==> src/hdl/srlp_pkg.sv <==
// Shared types, codes and helper functions of the S-record line parser.
package srlp_pkg;

  // Configuration register indexes and reset values.
  localparam logic RegMinLineChars = 1'b0;
  localparam logic RegMaxDataBytes = 1'b1;
  localparam logic [7:0] MinLineCharsReset = 8'd10;
  localparam logic [7:0] MaxDataBytesReset = 8'd64;

  // Character constants used while parsing.
  localparam logic [7:0] CharS = 8'h53;
  localparam logic [7:0] CharTwo = 8'h32;
  localparam logic [7:0] CharThree = 8'h33;
  localparam logic [7:0] CharSix = 8'h36;
  localparam logic [7:0] CharSeven = 8'h37;
  localparam logic [7:0] CharEight = 8'h38;
  localparam logic [9:0] PosMax = 10'd1023;
  localparam logic [2:0] AddrBytesReset = 3'd2;

  // Result kinds.
  typedef enum logic {
    KIND_DATA   = 1'b0,
    KIND_RECORD = 1'b1
  } kind_e;

  // Record status codes.
  typedef enum logic [2:0] {
    ST_OK        = 3'd0,
    ST_NO_S      = 3'd1,
    ST_TOO_SHORT = 3'd2,
    ST_CHECKSUM  = 3'd3,
    ST_BAD_HEX   = 3'd4,
    ST_OVERFLOW  = 3'd5
  } status_e;

  // Configuration values handed from the register block to the parser.
  typedef struct packed {
    logic [7:0] min_line_chars;
    logic [7:0] max_data_bytes;
  } cfg_t;

  // One result transaction.
  typedef struct packed {
    kind_e       kind;
    logic [7:0]  record_type;
    logic [31:0] load_address;
    logic [7:0]  byte_index;
    logic [7:0]  data_byte;
    status_e     status;
  } result_t;

  // Hex digit decode: bit 4 flags a character that is not a hex digit.
  function automatic logic [4:0] hex_decode(input logic [7:0] c);
    logic [4:0] r;
    r = 5'h10;
    if (c >= 8'h30 && c <= 8'h39) begin
      r = {1'b0, 4'(c - 8'h30)};
    end else if (c >= 8'h41 && c <= 8'h46) begin
      r = {1'b0, 4'(c - 8'h37)};
    end else if (c >= 8'h61 && c <= 8'h66) begin
      r = {1'b0, 4'(c - 8'h57)};
    end
    return r;
  endfunction

endpackage

==> src/hdl/srecord_line_parser_unit.sv <==
// Top level of the S-record line parser.
//
// The slave stream carries one character of an S-record line per transaction;
// tlast marks the end of the line, and the character of that transaction is
// not used. The master stream carries results: a data byte result for each
// decoded data byte, and one end of record result with the status when the
// line ends. Characters that produce no result leave no transaction.
// A result is in the output register the cycle after its character is
// accepted. Throughput is one character per cycle while the output register
// can load; the line state registers update on each accepted character.
// When the receiver stalls, the output register holds its transaction and
// s_axis_tready falls until the result is taken; no character is lost.
// Reset clears the line state, empties the output register and loads the
// configuration registers with their defaults (minimum line length 10,
// at most 64 data bytes). The user writes configuration over the APB port
// only while the stream is idle; the block itself does not enforce this.
module srecord_line_parser_unit
  import srlp_pkg::*;
(
  input  logic        clk_i,
  input  logic        rst_ni,
  // Character stream
  input  logic        s_axis_tvalid,
  output logic        s_axis_tready,
  input  logic [7:0]  s_axis_tdata,   // [7:0] char_in
  input  logic        s_axis_tlast,   // end_of_line
  // Result stream
  output logic        m_axis_tvalid,
  input  logic        m_axis_tready,
  // [7:0] record_type, [39:8] load_address, [47:40] byte_index,
  // [55:48] data_byte, [58:56] status, [63:59] zero
  output logic [63:0] m_axis_tdata,
  output logic        m_axis_tuser,   // [0] kind
  // Configuration
  input  logic        psel,
  input  logic        penable,
  input  logic        pwrite,
  input  logic [2:0]  paddr,
  input  logic [31:0] pwdata,
  output logic [31:0] prdata,
  output logic        pready
);

  cfg_t    cfg;
  logic    accept;
  logic    res_valid;
  result_t res;
  result_t out_res;

  assign accept = s_axis_tvalid && s_axis_tready;

  srlp_apb_regs u_regs (
    .clk_i   (clk_i),
    .rst_ni  (rst_ni),
    .psel    (psel),
    .penable (penable),
    .pwrite  (pwrite),
    .paddr   (paddr),
    .pwdata  (pwdata),
    .prdata  (prdata),
    .pready  (pready),
    .cfg_o   (cfg)
  );

  srlp_parse_core u_core (
    .clk_i       (clk_i),
    .rst_ni      (rst_ni),
    .cfg_i       (cfg),
    .accept_i    (accept),
    .char_i      (s_axis_tdata),
    .eol_i       (s_axis_tlast),
    .res_valid_o (res_valid),
    .res_o       (res)
  );

  srlp_out_stage u_out (
    .clk_i       (clk_i),
    .rst_ni      (rst_ni),
    .in_valid_i  (res_valid),
    .in_data_i   (res),
    .in_ready_o  (s_axis_tready),
    .out_valid_o (m_axis_tvalid),
    .out_data_o  (out_res),
    .out_ready_i (m_axis_tready)
  );

  // Pack the result fields onto the stream.
  assign m_axis_tdata = {5'd0, out_res.status, out_res.data_byte, out_res.byte_index,
                         out_res.load_address, out_res.record_type};
  assign m_axis_tuser = out_res.kind;

endmodule

==> src/hdl/srlp_apb_regs.sv <==
// APB configuration registers of the S-record line parser.
module srlp_apb_regs
  import srlp_pkg::*;
(
  input  logic        clk_i,
  input  logic        rst_ni,
  input  logic        psel,
  input  logic        penable,
  input  logic        pwrite,
  input  logic [2:0]  paddr,
  input  logic [31:0] pwdata,
  output logic [31:0] prdata,
  output logic        pready,
  output cfg_t        cfg_o
);

  logic [7:0] min_q, min_d;
  logic [7:0] max_q, max_d;
  logic       wr_en;

  assign pready = 1'b1;
  assign wr_en  = psel && penable && pwrite;

  // Register write decode; the word address selects the register.
  always_comb begin
    min_d = min_q;
    max_d = max_q;
    if (wr_en) begin
      unique case (paddr[2])
        RegMinLineChars: min_d = pwdata[7:0];
        RegMaxDataBytes: max_d = pwdata[7:0];
        default: ;
      endcase
    end
  end

  always_ff @(posedge clk_i or negedge rst_ni) begin
    if (!rst_ni) begin
      min_q <= MinLineCharsReset;
      max_q <= MaxDataBytesReset;
    end else begin
      min_q <= min_d;
      max_q <= max_d;
    end
  end

  // Read data, zero extended.
  always_comb begin
    unique case (paddr[2])
      RegMinLineChars: prdata = {24'd0, min_q};
      RegMaxDataBytes: prdata = {24'd0, max_q};
      default:         prdata = 32'd0;
    endcase
  end

  assign cfg_o.min_line_chars = min_q;
  assign cfg_o.max_data_bytes = max_q;

endmodule

==> src/hdl/srlp_parse_core.sv <==
// Per-character line state and result generation of the S-record parser.
module srlp_parse_core
  import srlp_pkg::*;
(
  input  logic       clk_i,
  input  logic       rst_ni,
  input  cfg_t       cfg_i,
  input  logic       accept_i,
  input  logic [7:0] char_i,
  input  logic       eol_i,
  output logic       res_valid_o,
  output result_t    res_o
);

  logic [9:0]  pos_q, pos_d;
  logic [7:0]  type_q, type_d;
  logic [7:0]  count_q, count_d;
  logic [2:0]  abytes_q, abytes_d;
  logic [31:0] addr_q, addr_d;
  logic [3:0]  high_q, high_d;
  logic [7:0]  bcnt_q, bcnt_d;
  logic [7:0]  sum_q, sum_d;
  status_e     err_q, err_d;
  logic        seen_q, seen_d;
  logic        csok_q, csok_d;

  logic [9:0]  pos_m2;
  logic [8:0]  pair;
  logic        odd;
  logic        cnt_ok;
  logic        parsed;
  logic [7:0]  data_len;
  logic [4:0]  hex;
  logic [3:0]  nib;
  logic [7:0]  v;
  status_e     rec_status;

  // Byte position within the hex part of the line.
  assign pos_m2 = pos_q - 10'd2;
  assign pair   = pos_m2[9:1];
  assign odd    = pos_m2[0];

  // The count covers address, data and checksum; data length follows.
  assign cnt_ok   = count_q >= ({5'd0, abytes_q} + 8'd1);
  assign data_len = cnt_ok ? (count_q - {5'd0, abytes_q} - 8'd1) : 8'd0;
  assign parsed   = (pair <= {6'd0, abytes_q}) || (cnt_ok && (pair <= {1'b0, count_q}));

  // Nibble of this character; a bad digit counts as zero.
  assign hex = hex_decode(char_i);
  assign nib = hex[4] ? 4'd0 : hex[3:0];
  assign v   = {high_q, nib};

  // Record status, highest priority first.
  always_comb begin
    priority if (pos_q == 10'd0 || err_q == ST_NO_S) begin
      rec_status = ST_NO_S;
    end else if (pos_q <= {2'd0, cfg_i.min_line_chars} || !seen_q) begin
      rec_status = ST_TOO_SHORT;
    end else if (err_q == ST_BAD_HEX) begin
      rec_status = ST_BAD_HEX;
    end else if (data_len > cfg_i.max_data_bytes) begin
      rec_status = ST_OVERFLOW;
    end else if (csok_q) begin
      rec_status = ST_OK;
    end else begin
      rec_status = ST_CHECKSUM;
    end
  end

  // Next line state and the result of this transaction.
  always_comb begin
    pos_d    = pos_q;
    type_d   = type_q;
    count_d  = count_q;
    abytes_d = abytes_q;
    addr_d   = addr_q;
    high_d   = high_q;
    bcnt_d   = bcnt_q;
    sum_d    = sum_q;
    err_d    = err_q;
    seen_d   = seen_q;
    csok_d   = csok_q;

    res_valid_o        = 1'b0;
    res_o.kind         = KIND_DATA;
    res_o.record_type  = type_q;
    res_o.load_address = addr_q;
    res_o.byte_index   = bcnt_q;
    res_o.data_byte    = v;
    res_o.status       = ST_OK;

    if (accept_i) begin
      if (eol_i) begin
        // End of line: report the record and clear for the next line.
        res_valid_o     = 1'b1;
        res_o.kind      = KIND_RECORD;
        res_o.data_byte = 8'd0;
        res_o.status    = rec_status;
        pos_d    = 10'd0;
        type_d   = 8'd0;
        count_d  = 8'd0;
        abytes_d = AddrBytesReset;
        addr_d   = 32'd0;
        high_d   = 4'd0;
        bcnt_d   = 8'd0;
        sum_d    = 8'd0;
        err_d    = ST_OK;
        seen_d   = 1'b0;
        csok_d   = 1'b0;
      end else begin
        if (pos_q != PosMax) begin
          pos_d = pos_q + 10'd1;
        end
        if (pos_q == 10'd0) begin
          // Start character.
          if (char_i != CharS && err_q == ST_OK) begin
            err_d = ST_NO_S;
          end
        end else if (pos_q == 10'd1) begin
          // Record type selects the address width.
          type_d = char_i;
          if (char_i == CharTwo || char_i == CharSix || char_i == CharEight) begin
            abytes_d = 3'd3;
          end else if (char_i == CharThree || char_i == CharSeven) begin
            abytes_d = 3'd4;
          end else begin
            abytes_d = 3'd2;
          end
        end else if (parsed) begin
          if (hex[4] && err_q == ST_OK) begin
            err_d = ST_BAD_HEX;
          end
          if (!odd) begin
            high_d = nib;
          end else if (pair == 9'd0) begin
            count_d = v;
            sum_d   = sum_q + v;
          end else if (pair <= {6'd0, abytes_q}) begin
            addr_d = {addr_q[23:0], v};
            sum_d  = sum_q + v;
          end else if (pair < {1'b0, count_q}) begin
            res_valid_o = 1'b1;
            bcnt_d      = bcnt_q + 8'd1;
            sum_d       = sum_q + v;
          end else begin
            seen_d = 1'b1;
            csok_d = (~sum_q == v);
          end
        end
      end
    end
  end

  always_ff @(posedge clk_i or negedge rst_ni) begin
    if (!rst_ni) begin
      pos_q    <= 10'd0;
      type_q   <= 8'd0;
      count_q  <= 8'd0;
      abytes_q <= AddrBytesReset;
      addr_q   <= 32'd0;
      high_q   <= 4'd0;
      bcnt_q   <= 8'd0;
      sum_q    <= 8'd0;
      err_q    <= ST_OK;
      seen_q   <= 1'b0;
      csok_q   <= 1'b0;
    end else begin
      pos_q    <= pos_d;
      type_q   <= type_d;
      count_q  <= count_d;
      abytes_q <= abytes_d;
      addr_q   <= addr_d;
      high_q   <= high_d;
      bcnt_q   <= bcnt_d;
      sum_q    <= sum_d;
      err_q    <= err_d;
      seen_q   <= seen_d;
      csok_q   <= csok_d;
    end
  end

endmodule

==> src/hdl/srlp_out_stage.sv <==
// Output register of the S-record parser; holds one result transaction.
module srlp_out_stage
  import srlp_pkg::*;
(
  input  logic    clk_i,
  input  logic    rst_ni,
  input  logic    in_valid_i,
  input  result_t in_data_i,
  output logic    in_ready_o,
  output logic    out_valid_o,
  output result_t out_data_o,
  input  logic    out_ready_i
);

  logic    valid_q, valid_d;
  result_t data_q;

  // The register can load when empty or when its transaction leaves now.
  assign in_ready_o = !valid_q || out_ready_i;

  always_comb begin
    valid_d = valid_q;
    if (in_ready_o) begin
      valid_d = in_valid_i;
    end
  end

  always_ff @(posedge clk_i or negedge rst_ni) begin
    if (!rst_ni) begin
      valid_q <= 1'b0;
    end else begin
      valid_q <= valid_d;
    end
  end

  always_ff @(posedge clk_i) begin
    if (in_ready_o && in_valid_i) begin
      data_q <= in_data_i;
    end
  end

  assign out_valid_o = valid_q;
  assign out_data_o  = data_q;

endmodule

==> config.mk <==
export PLATFORM = sky130hd
export DESIGN_NAME = srecord_line_parser_unit
export DESIGN_NICKNAME = d
export VERILOG_FILES = /design/src/hdl/srlp_pkg.sv /design/src/hdl/srecord_line_parser_unit.sv /design/src/hdl/srlp_apb_regs.sv /design/src/hdl/srlp_parse_core.sv /design/src/hdl/srlp_out_stage.sv
export SDC_FILE = /design/constraint.sdc
export NUM_CORES = 1
export LEC_CHECK = 0
export BUFFER_PORTS_ARGS = -buffer_cell sky130_fd_sc_hd__clkbuf_2
export CAP_MARGIN = 20
export CORE_MARGIN = 5
export CORE_UTILIZATION = 35
export DETAILED_ROUTE_END_ITERATION = 7
export GPL_ROUTABILITY_DRIVEN = 0
export PLACE_DENSITY_LB_ADDON = 0.2
export SLEW_MARGIN = 10
export SYNTH_ARGS = -nofsm -noshare
export SYNTH_HDL_FRONTEND = slang
export SYNTH_SLANG_ARGS = --single-unit
==> constraint.sdc <==
create_clock -name clk_i -period 5.1 [get_ports clk_i]
set_input_delay 0.765 -clock clk_i [delete_from_list [all_inputs] [get_ports clk_i]]
set_output_delay 0.765 -clock clk_i [all_outputs]
set_load 0.05 [all_outputs]
# Yosys cells after proc, flatten, opt, wreduce, memory -nomap -nowiden
# Index checks and enable logic that the tools add are counted.
[totals]
reg_bits = 163
output_inout_bits = 100
[classes]
n_addsub = 10
order_cmp = 12
eq_ne = 19
n_mux = 89
bitwise_logic = 4
n_reduce_logical = 46
[op_table]
columns = ["cell", "count"]
rows = [
  ["$mux W32", 7],
  ["$mux W8", 26],
  ["$pmux W32 S2", 1],
  ["$mux W3", 15],
  ["$eq A8 B6 Y1 const B", 5],
  ["$mux W1", 26],
  ["$mux W4", 6],
  ["$mux W11", 2],
  ["$mux W10", 2],
  ["$ge A8 B7 Y1 const B", 2],
  ["$le A8 B7 Y1 const B", 2],
  ["$reduce_and A8 Y1", 2],
  ["$mux W5", 3],
  ["$reduce_bool A2 Y1", 7],
  ["$ne A2 B2 Y1 const B", 6],
  ["$reduce_and A6 Y1", 2],
  ["$add A10 B1 Y10 const B", 1],
  ["$eq A10 B1 Y1 const B", 1],
  ["$le A10 B8 Y1", 1],
  ["$logic_and A1 B1 Y1", 10],
  ["$logic_not A10 Y1", 1],
  ["$ne A10 B10 Y1 const B", 1],
  ["$reduce_and A5 Y1", 2],
  ["$sub A10 B2 Y10 const B", 1],
  ["34 further kinds", 48],
]

# Logic depth before layout (Yosys ltp)
[logic_depth]
ltp_word = 15
ltp_mapped = 16
ltp_nobuf = 16

# Cells and area by module
# A second synthesis with hierarchy kept.
[hier_totals]
cells_unflattened = 722
area_unflattened_um2 = 8558.2
[by_module_without_submodules]
columns = ["module", "instances", "cells_per_inst", "area_per_inst_um2", "seq_area_each_um2"]
rows = [
  ["srlp_parse_core", 1, 581, 5729.2, 2128.3],
  ["srlp_out_stage", 1, 64, 1855.5, 1826.8],
  ["srlp_apb_regs", 1, 70, 925.9, 404.1],
  ["srecord_line_parser_unit", 1, 7, 47.5, 0.0],
]

# Worst setup path before layout
# OpenSTA, ideal clock, no wires.
[synth_timing]
kind = "register -> register"
start = "reg u_core.pos_q[2]"
end = "reg u_out.data_q (netlist bit u_out.out_data_o[0]), enable pin"
arrival_ps = 4092
required_ps = 4686
setup_slack_ps = 594
stages_incl_launch_ff = 15
n_path_buf = 1
period_less_slack_ps = 4506
cell_sequence = "dfrtp_1 -> clkbuf_1 -> inv_1 -> ha_1 -> nand2b_1 -> nor4_1 -> xor2_1 -> ha_1 -> a2111oi_0 -> o21ai_0 -> o21ai_0 -> o21ai_1 -> nor2_1 -> nor2_2 -> inv_1"
[synth_between]
elab_chain_len = 12
elab_cells_between_ends = 19
cone_classes = "1 x add/sub; 3 x order compare; 1 x eq/ne; 9 x mux; 5 x reduce/logical"
[synth_rtl]
columns = ["element", "line_no", "text"]
rows = [
  ["from (decl)", "srlp_parse_core.sv:15", "logic [9:0] pos_q, pos_d;"],
  ["from (signal assigned)", "srlp_parse_core.sv:168", "pos_q <= pos_d;"],
  ["$sub A10 B2 Y10", "srlp_parse_core.sv:39", "assign pos_m2 = pos_q - 10'd2;"],
  ["$lt A9 B8 Y1", "srlp_parse_core.sv:141", "end else if (pair < {1'b0, count_q}) begin"],
  ["$mux W1", "srlp_parse_core.sv:141", ""],
  ["$mux W1", "srlp_parse_core.sv:138", "end else if (pair <= {6'd0, abytes_q}) begin"],
  ["$mux W1", "srlp_parse_core.sv:135", "end else if (pair == 9'd0) begin"],
  ["$mux W1", "srlp_parse_core.sv:133", "if (!odd) begin"],
  ["$mux W1", "srlp_parse_core.sv:129", "end else if (parsed) begin"],
  ["$mux W1", "srlp_parse_core.sv:119", "end else if (pos_q == 10'd1) begin"],
  ["$mux W1 *", "srlp_parse_core.sv:114", "if (pos_q == 10'd0) begin"],
  ["$mux W1 *", "srlp_parse_core.sv:93", "if (eol_i) begin"],
  ["$mux W1 *", "srlp_parse_core.sv:92", "if (accept_i) begin"],
  ["$logic_and A1 B1 Y1 *", "srlp_out_stage.sv:37", "if (in_ready_o && in_valid_i) begin"],
  ["to (signal assigned)", "srlp_out_stage.sv:38", "data_q <= in_data_i;"],
  ["to (decl)", "srlp_out_stage.sv:16", "result_t data_q;"],
]
# Mark *: on every way between the ends. The rest lies on a longest branch, timed or not.
# A chain may end at the register's enable or synchronous reset.

# Final worst setup path
[layout_timing]
start = "reg u_core.pos_q[2]"
end = "reg u_out.data_q (netlist bit u_out.out_data_o[19]), enable pin"
# The elaborated chain is that of the path after synthesis.

==> flow_summary.ini <==
[status]
status = completed

[clock_tree]
hold_buffers = 0
cts_buffers = 17
clk_pin_slew_ns = 0.08
ctsResizeCount = 0
cts_max_level = 4
post_cts_buffers = 0
clockRootBuffer = clkbuf_16
clock_sinks = 162
cts_tree = built
clockBufferDepth = 2
insertion_delay_ns = 0.43

[synth]
synth_simple_gate_area_frac = 0.134
yosys.area_share.adder = 0.0840
yosysUniqueCellTypes = 75
synth_seq_area_share = 0.512
yosysWarnings = 0
synth_edf_count = 60
syn_inst = 794
syn_avg_cell_area_um2 = 10.7
synth_area_um2 = 8520
synth_top_family_by_area = compound AO/OA/AOI/OAI gates
synth_xor_area_frac = 0.0329
synth.area.top_cells = dfrtp_1 29%, edfxtp_1 21%, ha_1 7.9%, nand2_1 4.8%, o21ai_0 3.6%
ys_async_sr_fraction = 0.630
synth_compound_area_frac = 0.139
yosys_most_used_dff = dfrtp_1
synth_top_cell_by_area = dfrtp_1
synth_top_cell_area_share = 0.288
muxShareOfSynthArea = 0.0350
ys_ff_latch = 162

[drt]
vias_per_cell = 4.86
vias = 5955
finalWirelength_um = 19100
antenna_left = 0
drt_iter0_drc = 294
first_pass_iters = 5
wire_per_inst_um = 15.6
drc = 0

[sta]
rsz0062_at_grt = false
setup_viol = 0
finClkSkew_ns = 0.0135
setup_tns_ns = 0
hold_viol_final = 0
setup_ws_ns = 0.586
slew_viol_final = 0
fmaxAchievable_mhz = 222
whs_ns = 0.450
fin_crit_sh = 0.885
fin_crit_ns = 4.51
worstMarginPinSlew_ns = 0.924
max-slew-margin-rel = 0.384

[final_layout]
layout_commonest_cell = nand2_1
layout_common_cells = 108 x nand2_1, 98 x dfrtp_1, 93 x clkbuf_2
drive_above_1_share = 0.202
fin_nets = 995
antennaDiodeCount = 0
nFillCells = 2414
areaGrowthSynthToFinish_pct = 16.0
fin_area_um2 = 9880

[pwr]
p_leak_nw = 4.48
power.total_mw = 4.16
vdd_drop_max_mv = 0.265
p_per_area_nw_per_um2 = 421

[placed_design]
portBuffers = 94
post-place-ws_ns = 0.618
hpwl_um = 13700
placed_cell_area_um2 = 9260

[critical_path]
crit_fanout = 23
critPathKind = flip-flop to flip-flop
arrival_ns = 4.64
endpoint_kind = flip-flop
startpoint_type = flip-flop
critical_path_required_ns = 5.22

[global_route]
grt_pass1_vias = 5846
grt_remaining_overflow = 0
grt_pass1_wl_um = 32200
grt_max_degree = 70
antenna_found_initial = 0
track_usage = 0.142

[job]
drv_cap = 0

[floorplanning]
dieArea_um2 = 27600
core_um2 = 24100
ios = 151
initial_core_util = 0.353
rows = 57
die_h_um = 166
die_w_um = 166

[worst_hold_path]
holdCritPathClass = flip-flop to flip-flop
## cell usage after synthesis (4+ instances only)
library cell / count
edfxtp_1: 60
and2_1: 12
xor2_1: 11
a211oi_1: 7
nor2b_1: 5
a22o_1: 18
nor3_1: 14
mux2_2: 22
inv_1: 46
nand4_1: 12
nand2b_1: 8
ha_1: 54
nor4_1: 8
o21ai_0: 62
mux2i_1: 5
a21o_1: 8
and3_1: 7
nand3_1: 10
dfrtp_1: 98
buf_2: 9
o2bb2a_1: 6
dfstp_2: 4
buf_4: 32
o21a_1: 4
clkbuf_1: 15
nor2_1: 47
nand2_1: 108
xnor2_1: 21
a21oi_1: 17
o31ai_1: 4
## state kept, by name, indices dropped and copies added (netlist names)
signal,count
u_out.out_data_o,60
u_core.addr_q,32
u_core.pos_q,10
u_core.bcnt_q,8
u_core.count_q,8
u_core.sum_q,8
u_core.type_q,8
u_regs.max_q,8
u_regs.min_q,8
u_core.high_q,4
u_core.abytes_q,3
u_core.err_q,2
u_core.csok_q,1
u_core.seen_q,1
u_out.out_valid_o,1
## metal layers
layer  global-route usage  vias up  routed length (µm)
li1                     -     2949                   -
met1                0.205     2877                9260
met2                0.220      118                8730
met3               0.0305       11                 869
met4               0.0334        0                 191
met5                    0        -                   0
## per-stage QoR
step | utilization | cells
floorplan | - | 822
global placement | 0.384 | 1193
detailed placement | 0.384 | 1193
CTS | 0.410 | 1225
global route | 0.410 | 1225
finish | 0.410 | 1225
## power by group
group / internal, mW / total, mW / switching [mW]
registers: 1.50 / 1.62 / 0.120
clock network: 0.680 / 1.33 / 0.652
logic: 0.432 / 1.21 / 0.777
total: 2.61 / 4.16 / 1.55
## cell type report
| cell class | count | area, µm² | share of cell area |
|---|---|---|---|
| clock buffers | 17 | 425 | 0.0431 |
| clock inverters | 15 | 194 | 0.0196 |
| inverters | 46 | 173 | 0.0175 |
| multi-input cells | 555 | 3740 | 0.378 |
| flip-flops and latches | 162 | 4360 | 0.441 |
| well taps | 324 | 405 | 0.0410 |
| repair buffers | 106 | 588 | 0.0595 |
## worst max-delay path: stages, from the launching register on
cell	delay, ns
dfrtp_1	0.52
inv_1	0.18
ha_1	0.26
nand2b_1	0.16
nor4_1	0.27
xor2_1	0.20
ha_1	0.27
a2111oi_0	0.38
o21ai_0	0.18
o21ai_0	0.43
o21ai_1	0.29
nor2_1	0.33
nor2_2	0.12
inv_2	0.37
buf_12	0.24
## cells by family (layout without fill, tap and decap cells)
family / count (synthesis) / count (layout)
AO/OA/AOI/OAI: 165 / 165
XOR/XNOR: 32 / 32
adder cells (fa/ha/maj): 56 / 56
buffers and inverters: 105 / 184
flip-flops: 162 / 162
multiplexers: 27 / 27
other: 2 / 30
AND/OR/NAND/NOR: 245 / 245
## worst paths after layout
check | slack [ns] | end | startpoint | depth (start not counted)
setup / recovery | 0.59 | u_out.out_data_o[19] | u_core.pos_q[2] | 14
hold / removal | 0.45 | u_out.out_data_o[50] | u_core.addr_q[31] | 0
setup reg to reg | 0.59 | u_out.out_data_o[19] | u_core.pos_q[2] | 14
hold reg to reg | 0.45 | u_out.out_data_o[50] | u_core.addr_q[31] | 0
max in group asynchronous | 3.58 | u_core.abytes_q[1] | rst_ni | 2
min in group asynchronous | 0.47 | u_regs.max_q[4] | rst_ni | 1
Power figures use the tool's default switching activity.
